==> src/design/ctsr_pkg.sv <==
// Shared constants, codes and controller/datapath interface types.
`timescale 1ns / 1ps
package ctsr_pkg;

  localparam int FRAC_BITS   = 16;
  localparam int METRIC_BITS = 21;

  // datapath operations, one per sequencer step
  localparam logic [3:0] OP_VEL  = 4'd0;  // velocity divide, lane idx
  localparam logic [3:0] OP_GP   = 4'd1;  // gamma * p
  localparam logic [3:0] OP_C2   = 4'd2;  // (gamma * p) / rho
  localparam logic [3:0] OP_SQC  = 4'd3;  // sound speed root
  localparam logic [3:0] OP_DOT  = 4'd4;  // metric * velocity accumulate
  localparam logic [3:0] OP_SQ   = 4'd5;  // metric squared accumulate
  localparam logic [3:0] OP_SQN  = 4'd6;  // metric norm root
  localparam logic [3:0] OP_CN   = 4'd7;  // c * n, direction sum
  localparam logic [3:0] OP_RATE = 4'd8;  // sum / jacobian, running max
  localparam logic [3:0] OP_STEP = 4'd9;  // Courant target / max, result

  // configuration register indexes
  localparam logic [2:0] REG_HEAT_RATIO    = 3'd0;
  localparam logic [2:0] REG_BASE_DENSITY  = 3'd1;
  localparam logic [2:0] REG_BASE_PRESSURE = 3'd2;
  localparam logic [2:0] REG_CFL_TARGET    = 3'd3;
  localparam logic [2:0] REG_FALLBACK_STEP = 3'd4;

  typedef struct packed {
    logic [3:0] op;
    logic [1:0] dir;
    logic [1:0] idx;
    logic       load;
    logic       start;
    logic       wb;
  } cmd_t;

  typedef struct packed {
    logic busy;
    logic last;
    logic out_block;
  } status_t;

endpackage

==> src/design/cfl_time_step_reduction_core.sv <==
// Top level: CFL time-step reduction, sequencer plus shared-unit datapath.
//
//  channel  direction  handshake            payload
//  in       input      in_valid/in_ready    rho_pert..last_cell, one cell
//  out      output     out_valid/out_ready  time_step, max_rate, flags
//  cfg      input      cfg_we               cfg_index, cfg_data
//
// A cell runs five divides (three velocities, c2, rate), four roots and 22
// multiply steps, each through the issue, wait and writeback states, after the
// accept. A last cell adds the step divide, not started when the max is zero.
// Reset is synchronous; no clearing pass. The next cell is taken once the
// current one finishes; a result waiting in the output register stalls only
// the final step of the next last cell.
`timescale 1ns / 1ps
module cfl_time_step_reduction_core (
  input  logic                clk,
  input  logic                rst,
  input  logic                cfg_we,
  input  logic [2:0]          cfg_index,
  input  logic [30:0]         cfg_data,
  input  logic                in_valid,
  output logic                in_ready,
  input  logic signed [31:0]  rho_pert,
  input  logic signed [31:0]  mom_x,
  input  logic signed [31:0]  mom_y,
  input  logic signed [31:0]  mom_z,
  input  logic signed [31:0]  p_pert,
  input  logic [62:0]         xi_metrics,
  input  logic [62:0]         eta_metrics,
  input  logic [62:0]         zeta_metrics,
  input  logic [30:0]         jacobian,
  input  logic                last_cell,
  output logic                out_valid,
  input  logic                out_ready,
  output logic [30:0]         time_step,
  output logic [31:0]         max_rate,
  output logic                used_fallback,
  output logic                saturated
);

  ctsr_pkg::cmd_t    cmd;
  ctsr_pkg::status_t status;

  // controller: one transaction in flight, steps the operation list
  ctsr_ctrl u_ctrl (
    .clk      (clk),
    .rst      (rst),
    .in_valid (in_valid),
    .in_ready (in_ready),
    .cmd      (cmd),
    .status   (status)
  );

  // datapath: config, operands, shared units, running max, result register
  ctsr_datapath u_dp (
    .clk           (clk),
    .rst           (rst),
    .cmd           (cmd),
    .status        (status),
    .cfg_we        (cfg_we),
    .cfg_index     (cfg_index),
    .cfg_data      (cfg_data),
    .rho_pert      (rho_pert),
    .mom_x         (mom_x),
    .mom_y         (mom_y),
    .mom_z         (mom_z),
    .p_pert        (p_pert),
    .xi_metrics    (xi_metrics),
    .eta_metrics   (eta_metrics),
    .zeta_metrics  (zeta_metrics),
    .jacobian      (jacobian),
    .last_cell     (last_cell),
    .out_valid     (out_valid),
    .out_ready     (out_ready),
    .time_step     (time_step),
    .max_rate      (max_rate),
    .used_fallback (used_fallback),
    .saturated     (saturated)
  );

endmodule

==> src/design/ctsr_div.sv <==
// Restoring divider, 64-bit dividend by 32-bit divisor, one quotient bit a cycle.
`timescale 1ns / 1ps
module ctsr_div (
  input  logic        clk,
  input  logic        rst,
  input  logic        start,
  input  logic [63:0] num,
  input  logic [31:0] den,
  output logic        busy,
  output logic [63:0] quo
);

  logic [31:0] rem;
  logic [31:0] dvs;
  logic [5:0]  count;
  logic [32:0] trial;
  logic        fits;

  assign trial = {rem, quo[63]};
  assign fits  = trial >= {1'b0, dvs};

  always_ff @(posedge clk) begin
    if (rst) begin
      busy  <= 1'b0;
      count <= '0;
    end else if (start) begin
      busy  <= 1'b1;
      count <= 6'd63;
    end else if (busy) begin
      count <= count - 6'd1;
      if (count == 6'd0) busy <= 1'b0;
    end
  end

  always_ff @(posedge clk) begin
    if (start) begin
      quo <= num;
      rem <= '0;
      dvs <= den;
    end else if (busy) begin
      rem <= fits ? 32'(trial - {1'b0, dvs}) : trial[31:0];
      quo <= {quo[62:0], fits};
    end
  end

endmodule

==> src/design/ctsr_sqrt.sv <==
// Floor square root of a 64-bit value, two radicand bits a cycle.
`timescale 1ns / 1ps
module ctsr_sqrt (
  input  logic        clk,
  input  logic        rst,
  input  logic        start,
  input  logic [63:0] rad_in,
  output logic        busy,
  output logic [31:0] root
);

  logic [63:0] rad;
  logic [33:0] rem;
  logic [4:0]  count;
  logic [35:0] shifted;
  logic [35:0] trial;
  logic        fits;

  assign shifted = {rem, rad[63:62]};
  assign trial   = {2'b00, root, 2'b01};
  assign fits    = shifted >= trial;

  always_ff @(posedge clk) begin
    if (rst) begin
      busy  <= 1'b0;
      count <= '0;
    end else if (start) begin
      busy  <= 1'b1;
      count <= 5'd31;
    end else if (busy) begin
      count <= count - 5'd1;
      if (count == 5'd0) busy <= 1'b0;
    end
  end

  always_ff @(posedge clk) begin
    if (start) begin
      rad  <= rad_in;
      rem  <= '0;
      root <= '0;
    end else if (busy) begin
      rad  <= {rad[61:0], 2'b00};
      rem  <= fits ? 34'(shifted - trial) : shifted[33:0];
      root <= {root[30:0], fits};
    end
  end

endmodule

==> src/design/ctsr_datapath.sv <==
// Datapath: operand registers, shared multiplier, divider and root units, result.
`timescale 1ns / 1ps
module ctsr_datapath (
  input  logic                 clk,
  input  logic                 rst,
  input  ctsr_pkg::cmd_t       cmd,
  output ctsr_pkg::status_t    status,
  input  logic                 cfg_we,
  input  logic [2:0]           cfg_index,
  input  logic [30:0]          cfg_data,
  input  logic signed [31:0]   rho_pert,
  input  logic signed [31:0]   mom_x,
  input  logic signed [31:0]   mom_y,
  input  logic signed [31:0]   mom_z,
  input  logic signed [31:0]   p_pert,
  input  logic [62:0]          xi_metrics,
  input  logic [62:0]          eta_metrics,
  input  logic [62:0]          zeta_metrics,
  input  logic [30:0]          jacobian,
  input  logic                 last_cell,
  output logic                 out_valid,
  input  logic                 out_ready,
  output logic [30:0]          time_step,
  output logic [31:0]          max_rate,
  output logic                 used_fallback,
  output logic                 saturated
);

  localparam int F  = ctsr_pkg::FRAC_BITS;
  localparam int MB = ctsr_pkg::METRIC_BITS;

  // config
  logic [18:0] heat_ratio;
  logic [30:0] base_density, base_pressure, courant, fallback_step;

  // cell operands
  logic signed [31:0] mom [3];
  logic [62:0]        met [3];
  logic [30:0]        jac;
  logic               last;
  logic [30:0]        rho, p;

  // intermediates
  logic signed [31:0] vel [3];
  logic [31:0]        c2;
  logic [23:0]        c;
  logic signed [53:0] dot;
  logic [41:0]        nsq;
  logic [20:0]        n;
  logic [39:0]        sum;
  logic [31:0]        running_max;
  logic               sat_sticky;
  logic signed [63:0] mul_p;

  // shared units
  logic        div_busy, sqrt_busy;
  logic [63:0] div_quo;
  logic [31:0] sqrt_root;
  logic        div_start, sqrt_start;
  logic [63:0] div_num, sqrt_rad;
  logic [31:0] div_den;

  logic signed [31:0] mul_a, mul_b;
  logic signed [31:0] mom_sel;
  logic [31:0]        mag;
  logic [62:0]        met_sel;
  logic [MB-1:0]      m_field;
  logic signed [31:0] m32;
  logic [31:0]        rho_fl, p_fl;
  logic [37:0]        u_mag;

  function automatic logic [31:0] floor_tot(logic [30:0] base, logic [31:0] pert);
    logic signed [32:0] t;
    logic [31:0]        r;
    t = $signed({2'b00, base}) + $signed({pert[31], pert});
    if (t < 33'sd1) r = 32'd1;
    else if (t > 33'sh07FFF_FFFF) r = {1'b1, 31'h7FFF_FFFF};
    else r = {1'b0, t[30:0]};
    return r;
  endfunction

  assign rho_fl  = floor_tot(base_density, rho_pert);
  assign p_fl    = floor_tot(base_pressure, p_pert);
  assign mom_sel = mom[cmd.idx];
  assign mag     = mom_sel[31] ? 32'(32'd0 - mom_sel) : mom_sel;
  assign met_sel = met[cmd.dir];
  assign m_field = met_sel[cmd.idx * MB +: MB];
  assign m32     = 32'($signed(m_field));
  assign u_mag   = dot[53] ? 38'((-dot) >>> F) : 38'(dot >>> F);

  // operand selection
  always_comb begin
    mul_a      = '0;
    mul_b      = '0;
    div_num    = '0;
    div_den    = 32'd1;
    sqrt_rad   = '0;
    div_start  = 1'b0;
    sqrt_start = 1'b0;
    case (cmd.op)
      ctsr_pkg::OP_VEL: begin
        div_num   = 64'(mag) << F;
        div_den   = (base_density != '0) ? {1'b0, base_density} : 32'd1;
        div_start = cmd.start;
      end
      ctsr_pkg::OP_GP: begin
        mul_a = $signed({13'b0, heat_ratio});
        mul_b = $signed({1'b0, p});
      end
      ctsr_pkg::OP_C2: begin
        div_num   = mul_p;
        div_den   = {1'b0, rho};
        div_start = cmd.start;
      end
      ctsr_pkg::OP_SQC: begin
        sqrt_rad   = 64'(c2) << F;
        sqrt_start = cmd.start;
      end
      ctsr_pkg::OP_DOT: begin
        mul_a = m32;
        mul_b = vel[cmd.idx];
      end
      ctsr_pkg::OP_SQ: begin
        mul_a = m32;
        mul_b = m32;
      end
      ctsr_pkg::OP_SQN: begin
        sqrt_rad   = 64'(nsq);
        sqrt_start = cmd.start;
      end
      ctsr_pkg::OP_CN: begin
        mul_a = $signed({8'b0, c});
        mul_b = $signed({11'b0, n});
      end
      ctsr_pkg::OP_RATE: begin
        div_num   = 64'(sum) << F;
        div_den   = (jac != '0) ? {1'b0, jac} : 32'd1;
        div_start = cmd.start;
      end
      ctsr_pkg::OP_STEP: begin
        div_num   = 64'(courant) << F;
        div_den   = running_max;
        div_start = cmd.start && (running_max != '0);
      end
      default: ;
    endcase
  end

  ctsr_div u_div (
    .clk   (clk),
    .rst   (rst),
    .start (div_start),
    .num   (div_num),
    .den   (div_den),
    .busy  (div_busy),
    .quo   (div_quo)
  );

  ctsr_sqrt u_sqrt (
    .clk    (clk),
    .rst    (rst),
    .start  (sqrt_start),
    .rad_in (sqrt_rad),
    .busy   (sqrt_busy),
    .root   (sqrt_root)
  );

  assign status.busy      = div_busy | sqrt_busy;
  assign status.last      = last;
  assign status.out_block = out_valid & ~out_ready;

  // config registers
  always_ff @(posedge clk) begin
    if (rst) begin
      heat_ratio    <= 19'd91750;
      base_density  <= 31'd65536;
      base_pressure <= 31'd65536;
      courant       <= 31'd32768;
      fallback_step <= 31'd1;
    end else if (cfg_we) begin
      unique case (cfg_index)
        ctsr_pkg::REG_HEAT_RATIO:    heat_ratio    <= cfg_data[18:0];
        ctsr_pkg::REG_BASE_DENSITY:  base_density  <= cfg_data;
        ctsr_pkg::REG_BASE_PRESSURE: base_pressure <= cfg_data;
        ctsr_pkg::REG_CFL_TARGET:    courant       <= cfg_data;
        ctsr_pkg::REG_FALLBACK_STEP: fallback_step <= cfg_data;
        default: ;
      endcase
    end
  end

  // payload registers
  always_ff @(posedge clk) begin
    if (cmd.load) begin
      mom[0] <= mom_x;
      mom[1] <= mom_y;
      mom[2] <= mom_z;
      met[0] <= xi_metrics;
      met[1] <= eta_metrics;
      met[2] <= zeta_metrics;
      jac    <= jacobian;
      last   <= last_cell;
      rho    <= rho_fl[30:0];
      p      <= p_fl[30:0];
    end
    if (cmd.start) mul_p <= mul_a * mul_b;
    if (cmd.wb) begin
      case (cmd.op)
        ctsr_pkg::OP_VEL: begin
          if (mom_sel[31]) begin
            vel[cmd.idx] <= (div_quo > 64'h8000_0000) ? 32'sh8000_0000
                                                      : -$signed(div_quo[31:0]);
          end else begin
            vel[cmd.idx] <= (div_quo > 64'h7FFF_FFFF) ? 32'sh7FFF_FFFF
                                                      : $signed(div_quo[31:0]);
          end
        end
        ctsr_pkg::OP_C2:
          c2 <= (div_quo[63:32] != '0) ? 32'hFFFF_FFFF : div_quo[31:0];
        ctsr_pkg::OP_SQC: c <= sqrt_root[23:0];
        ctsr_pkg::OP_DOT:
          dot <= (cmd.idx == 2'd0) ? mul_p[53:0] : dot + mul_p[53:0];
        ctsr_pkg::OP_SQ:
          nsq <= (cmd.idx == 2'd0) ? mul_p[41:0] : nsq + mul_p[41:0];
        ctsr_pkg::OP_SQN: n <= sqrt_root[20:0];
        ctsr_pkg::OP_CN:
          sum <= ((cmd.dir == 2'd0) ? 40'd0 : sum) + 40'(u_mag)
                 + 40'(mul_p[44:F]);
        default: ;
      endcase
    end
  end

  // running max, sticky flag and result register
  always_ff @(posedge clk) begin
    if (rst) begin
      running_max <= '0;
      sat_sticky  <= 1'b0;
      out_valid   <= 1'b0;
    end else begin
      if (out_valid && out_ready) out_valid <= 1'b0;
      if (cmd.load && (rho_fl[31] || p_fl[31])) sat_sticky <= 1'b1;
      if (cmd.wb) begin
        case (cmd.op)
          ctsr_pkg::OP_VEL: begin
            if (mom_sel[31] ? (div_quo > 64'h8000_0000) : (div_quo > 64'h7FFF_FFFF))
              sat_sticky <= 1'b1;
          end
          ctsr_pkg::OP_C2, ctsr_pkg::OP_RATE: begin
            if (div_quo[63:32] != '0) sat_sticky <= 1'b1;
            if (cmd.op == ctsr_pkg::OP_RATE) begin
              if (div_quo[63:32] != '0) running_max <= 32'hFFFF_FFFF;
              else if (div_quo[31:0] > running_max) running_max <= div_quo[31:0];
            end
          end
          ctsr_pkg::OP_STEP: begin
            out_valid     <= 1'b1;
            max_rate      <= running_max;
            running_max   <= '0;
            sat_sticky    <= 1'b0;
            if (running_max == '0) begin
              time_step     <= (fallback_step != '0) ? fallback_step : 31'd1;
              used_fallback <= 1'b1;
              saturated     <= sat_sticky;
            end else begin
              used_fallback <= 1'b0;
              if (div_quo[63:31] != '0) begin
                time_step <= 31'h7FFF_FFFF;
                saturated <= 1'b1;
              end else begin
                time_step <= (div_quo[30:0] == '0) ? 31'd1 : div_quo[30:0];
                saturated <= sat_sticky;
              end
            end
          end
          default: ;
        endcase
      end
    end
  end

  a_start_idle: assert property (@(posedge clk) disable iff (rst)
    cmd.start |-> !(div_busy || sqrt_busy))
    else $error("unit started while busy");
  a_no_overwrite: assert property (@(posedge clk) disable iff (rst)
    (cmd.wb && cmd.op == ctsr_pkg::OP_STEP) |-> !(out_valid && !out_ready))
    else $error("result register overwritten");
  a_load_idle: assert property (@(posedge clk) disable iff (rst)
    cmd.load |-> !(div_busy || sqrt_busy) && !cmd.wb)
    else $error("cell loaded during work");

endmodule

==> src/design/ctsr_ctrl.sv <==
// Sequencer: steps the datapath through the per-cell operation list.
`timescale 1ns / 1ps
module ctsr_ctrl (
  input  logic              clk,
  input  logic              rst,
  input  logic              in_valid,
  output logic              in_ready,
  output ctsr_pkg::cmd_t    cmd,
  input  ctsr_pkg::status_t status
);

  localparam logic [1:0] S_IDLE  = 2'd0;
  localparam logic [1:0] S_ISSUE = 2'd1;
  localparam logic [1:0] S_WAIT  = 2'd2;
  localparam logic [1:0] S_WB    = 2'd3;

  logic [1:0] state, state_next;
  logic [3:0] op, op_next;
  logic [1:0] dir, dir_next;
  logic [1:0] idx, idx_next;
  logic       done;

  assign in_ready = (state == S_IDLE);

  // next operation in the list
  always_comb begin
    op_next  = op;
    dir_next = dir;
    idx_next = idx;
    done     = 1'b0;
    unique case (op)
      ctsr_pkg::OP_VEL: begin
        if (idx == 2'd2) begin
          op_next  = ctsr_pkg::OP_GP;
          idx_next = 2'd0;
        end else idx_next = idx + 2'd1;
      end
      ctsr_pkg::OP_GP:  op_next = ctsr_pkg::OP_C2;
      ctsr_pkg::OP_C2:  op_next = ctsr_pkg::OP_SQC;
      ctsr_pkg::OP_SQC: begin
        op_next  = ctsr_pkg::OP_DOT;
        dir_next = 2'd0;
        idx_next = 2'd0;
      end
      ctsr_pkg::OP_DOT: begin
        if (idx == 2'd2) begin
          op_next  = ctsr_pkg::OP_SQ;
          idx_next = 2'd0;
        end else idx_next = idx + 2'd1;
      end
      ctsr_pkg::OP_SQ: begin
        if (idx == 2'd2) op_next = ctsr_pkg::OP_SQN;
        else idx_next = idx + 2'd1;
      end
      ctsr_pkg::OP_SQN: op_next = ctsr_pkg::OP_CN;
      ctsr_pkg::OP_CN: begin
        idx_next = 2'd0;
        if (dir == 2'd2) op_next = ctsr_pkg::OP_RATE;
        else begin
          op_next  = ctsr_pkg::OP_DOT;
          dir_next = dir + 2'd1;
        end
      end
      ctsr_pkg::OP_RATE: begin
        if (status.last) op_next = ctsr_pkg::OP_STEP;
        else done = 1'b1;
      end
      default: done = 1'b1;
    endcase
  end

  always_comb begin
    state_next = state;
    cmd.op     = op;
    cmd.dir    = dir;
    cmd.idx    = idx;
    cmd.load   = 1'b0;
    cmd.start  = 1'b0;
    cmd.wb     = 1'b0;
    unique case (state)
      S_IDLE: if (in_valid) begin
        cmd.load   = 1'b1;
        state_next = S_ISSUE;
      end
      S_ISSUE: begin
        cmd.start  = 1'b1;
        state_next = S_WAIT;
      end
      S_WAIT: if (!status.busy) state_next = S_WB;
      S_WB: begin
        if (!(op == ctsr_pkg::OP_STEP && status.out_block)) begin
          cmd.wb     = 1'b1;
          state_next = done ? S_IDLE : S_ISSUE;
        end
      end
      default: state_next = S_IDLE;
    endcase
  end

  always_ff @(posedge clk) begin
    if (rst) begin
      state <= S_IDLE;
      op    <= ctsr_pkg::OP_VEL;
      dir   <= '0;
      idx   <= '0;
    end else begin
      state <= state_next;
      if (state == S_IDLE) begin
        op  <= ctsr_pkg::OP_VEL;
        dir <= '0;
        idx <= '0;
      end else if (cmd.wb) begin
        op  <= op_next;
        dir <= dir_next;
        idx <= idx_next;
      end
    end
  end

endmodule

==> config.mk <==
export PLATFORM = sky130hd
export DESIGN_NAME = cfl_time_step_reduction_core
export DESIGN_NICKNAME = d
export VERILOG_FILES = /design/src/design/ctsr_pkg.sv /design/src/design/cfl_time_step_reduction_core.sv /design/src/design/ctsr_div.sv /design/src/design/ctsr_sqrt.sv /design/src/design/ctsr_datapath.sv /design/src/design/ctsr_ctrl.sv
export SDC_FILE = /design/constraint.sdc
export NUM_CORES = 2
export LEC_CHECK = 0
export BUFFER_PORTS_ARGS = -buffer_cell sky130_fd_sc_hd__buf_2
export CAP_MARGIN = 10
export CORE_MARGIN = 4
export CORE_UTILIZATION = 30
export CTS_CLUSTER_SIZE = 10
export DETAILED_ROUTE_END_ITERATION = 6
export PLACE_DENSITY = 0.42
export SYNTH_ARGS = -nofsm -noshare
export SYNTH_HDL_FRONTEND = slang
export SYNTH_HIERARCHICAL = 1
export SYNTH_SLANG_ARGS = --single-unit
==> constraint.sdc <==
create_clock -name clk -period 26.3 [get_ports clk]
set_input_delay 5.26 -clock clk [delete_from_list [all_inputs] [get_ports clk]]
set_output_delay 5.26 -clock clk [all_outputs]
set_load 0.02 [all_outputs]
==> results.md <==
- Synth Flop Type: edfxtp_1
- Crit start category: register
- CP max stage cell: or2_2
- Core area: 330000 um2
- Setup repair bufs after CTS: 0
- Cells after DPL: 14579
- Die Height: 584 um
- Synth Area in XOR/XNOR: 0.0286
- Mapped cell area: roughly 99000 um2
- I/O pins: 487
- Antenna viol nets, final: 0
- H-tree depth: 4
- Critical setup path kind: reg -> reg
- Post-Syn Area per Cell: around 10 um2
- Final Worst Setup Slack: 13140 ps
- Worst Tran Pin Value: 1330 ps
- Most used cell, CP: fa_1
- Layout cells sized above 1: 0.123
- Crit. End Element: register
- CTS root buf: clkbuf_16
- I/O Buffers: slightly below 500
- RSZ-0062 raised after global routing: false
- Post-synth top area share: 0.295
- Hold Vio Cnt, Final: 0
- DR WL/cell: roughly 27 um
- Final setup vio count: 0
- VDD IR-drop max: around 0.00007 V
- First-pass GRT wire length: roughly 570000 um
- FP Rows: approximately 210
- Simple-gate share of the synthesized area: 0.128
- Post-CTS resize count: 0
- Via density: 5.17
- Initial Utilization: 0.301
- DR DRC count: 0
- Chip width: 584 um
- Clock transition at path regs: approximately 60 ps
- Hold Buf Count CTS: 0
- Worst endpoint required time: 26780 ps
- Initial DRT Pass Iterations: 5
- CTS Buffer Depth: 4
- EDFF count, synth: 977
- Fraction of registers with async set/reset: 0
- Achievable frequency: 76.0 MHz
- Pre-CTS worst setup slack: between 10000 and 15000 ps
- Nets@finish: 12235
- #FFs+latches synth: approximately 1300
- Finished Core Util: 0.342
- Fin cells: approximately 15000
- Total die area: 341000 um2
- CTS Sinks: ~1300
- Max-cap viol count: 0
- Post-place instance area: approximately 110000 um2
- Register area: ~35000 um2
- Max FO, Critical Path: 36
- Minimum clock period after layout: about 13000 ps
- Final Max Slew Viols: 0
- Setup Skew: around 120 ps
- Syn. warnings: 6
- Latest clock arrival within the worst-skew pair: between 800 and 900 ps
- Final period utilization: 0.500
- Worst Hold Class: reg -> reg
- Inserted Clock Buffers: 167
- Sequential area share after synthesis: 0.355
- Post-synthesis compound-gate area fraction: 0.128
- Area contributors post-synth: edfxtp_1 (30%), fa_1 (19%), ha_1 (6.2%), dfxtp_1 (6.0%), inv_1 (5.2%)
- Adder-cell share of the synthesized area: 0.251
- TritonCTS clock tree: built
- Slew HR: 0.107
- Mux contribution to synthesized area: 0.0381
- Cell taking the most area after synthesis: edfxtp_1
- Synth-to-layout area growth: 13.4%
- Vias in the first global route: about 78000
- Power density over cell area: 60.4 nW/um2
- Number of antenna violations at the first check in global routing: 65
- Post-route setup TNS: 0 ps
- Crit-path max cell delay: 650 ps
- Placer Congestion: 0.914
- Largest family of logic cells by synthesized area: adder cells
- Dpl hpwl: 307000 um
- GRT Residual Overflow: 0
- Footprint of the multi-input gates: 57600 um2
- Via count: approximately 77000
- Total wire length: 395000 um
- Library cells used by synthesis: approximately 130
- Post-route cell area: 113000 um2
- Post-synthesis cell count: 9950
- Static Leakage: ~47 nW
- Largest net degree at the start of global routing: 84
- Fillers: 33896
- GRT Total Usage: 0.227
- Initial DRC Count: slightly below 7000
- Crit path arrival time: around 14000 ps
- Outcome: finished, final reports clean
## report_power, final
part / total [mW] / switching [mW] / internal (mW)
Sequential: 2.76 / 0.211 / 2.55
Combinational: 1.86 / 1.22 / 0.639
Clock: 2.18 / 0.903 / 1.28
Total: 6.81 / 2.34 / 4.47
## synth_stat cells, types with 21 or more instances
master     count
a211oi_1      71
a21o_1       152
a21oi_1      603
a221o_1       33
a221oi_1      49
a22o_1        38
a22oi_1       76
a31oi_1       41
and2_1       110
and3_1        55
buf_1         34
buf_2         30
clkbuf_1     379
dfxtp_1      298
edfxtp_1     977
fa_1         939
ha_1         493
inv_1       1370
mux2_2       154
mux2i_1      158
mux4_2        21
nand2_1     1157
nand2b_1      78
nand3_1      107
nand4_1       65
nor2_1       887
nor2b_1       42
nor3_1        93
nor4_1        70
o211ai_1      47
o21a_1        69
o21ai_0      318
o21bai_1      55
o221ai_1      36
o2bb2ai_1     33
o311ai_0      29
o31ai_1       35
or2_2         39
or3_1         31
xnor2_1      168
xor2_1       156
## worst paths after layout
kind              slack, ps               end        startpoint  cells past startpoint
setup / recovery      13140    u_dp/mul_p[57]     u_ctrl/idx[0]                     37
hold / removal          450  u_dp/courant[14]  u_dp/courant[14]                      2
hold reg to reg         450  u_dp/courant[14]  u_dp/courant[14]                      2
setup reg to reg      13140    u_dp/mul_p[57]     u_ctrl/idx[0]                     37
## per-layer routing
metal	track usage	vias to the layer above	part of all wire
met5	0	-	0.00086
met2	0.366	2617	0.46
met1	0.314	39047	0.45
li1	-	34710	-
met3	0.0447	508	0.068
met4	0.0541	52	0.028
## state kept, by name (all words and copies together) (netlist names), 32 cells and up
| register | cells |
|---|---|
| u_dp/u_div/dvs | 32 |
| u_dp/dot | 54 |
| u_dp/sum | 40 |
| u_dp/u_div/rem | 32 |
| u_dp/vel | 96 |
| u_dp/met | 189 |
| u_dp/u_sqrt/rad | 64 |
| u_dp/running_max | 32 |
| u_dp/u_sqrt/rem | 34 |
| u_dp/u_sqrt/root | 32 |
| u_dp/mul_p | 64 |
| u_dp/nsq | 42 |
| u_dp/c2 | 32 |
| u_dp/u_div/quo | 64 |
| u_dp/mom | 96 |
| u_dp/max_rate | 32 |
## logic make-up after synthesis
family | after synthesis
muxes | 333
and+or+nand+nor | 2841
AOI/OAI and AO/OA | 1910
DFF | 1275
xor gates and xnor gates | 324
adders and majority gates | 1433
buffers and inverters | 1833
other | 1
## area by class of cell
cell class / count / area share
multi-input combinational: 6857 / 0.511
clock buffer: 253 / 0.0418
inverter: 1374 / 0.0457
antenna: 18 / 0.000400
sequential: 1275 / 0.313
clock inverter: 31 / 0.00280
timing repair buffer: 708 / 0.0369
tap: 4366 / 0.0485
## cell usage in the layout, fill, tap and decap left out, types with 152 or more instances in the layout
master / n
mux2i_1: 158
nand2_1: 1156
clkbuf_16: 172
nor2_1: 873
mux2_2: 154
xor2_1: 155
a21o_1: 152
fa_1: 939
edfxtp_1: 977
dfxtp_1: 292
o21ai_0: 310
ha_1: 492
a21oi_1: 593
buf_2: 485
xnor2_1: 168
inv_1: 1368
buf_4: 219
## through the flow
stage                     power, mW  hold WS [ps]
after CTS                      6.86           454
after detailed placement       4.65           446
after floorplan                3.95           436
final                          6.81           454
after global placement         4.64           442
after global routing           7.13           468
## worst max-delay path, delay by kind of cell (launching register included)
family                     cells  cell delay [ps]
AOI/OAI and AO/OA             12             3210
adders and majority gates      9             4580
buffers and inverters          9             2240
DFF                            1              640
muxes                          2              590
and+or+nand+nor                5             1320
Power figures use the tool's default switching activity.
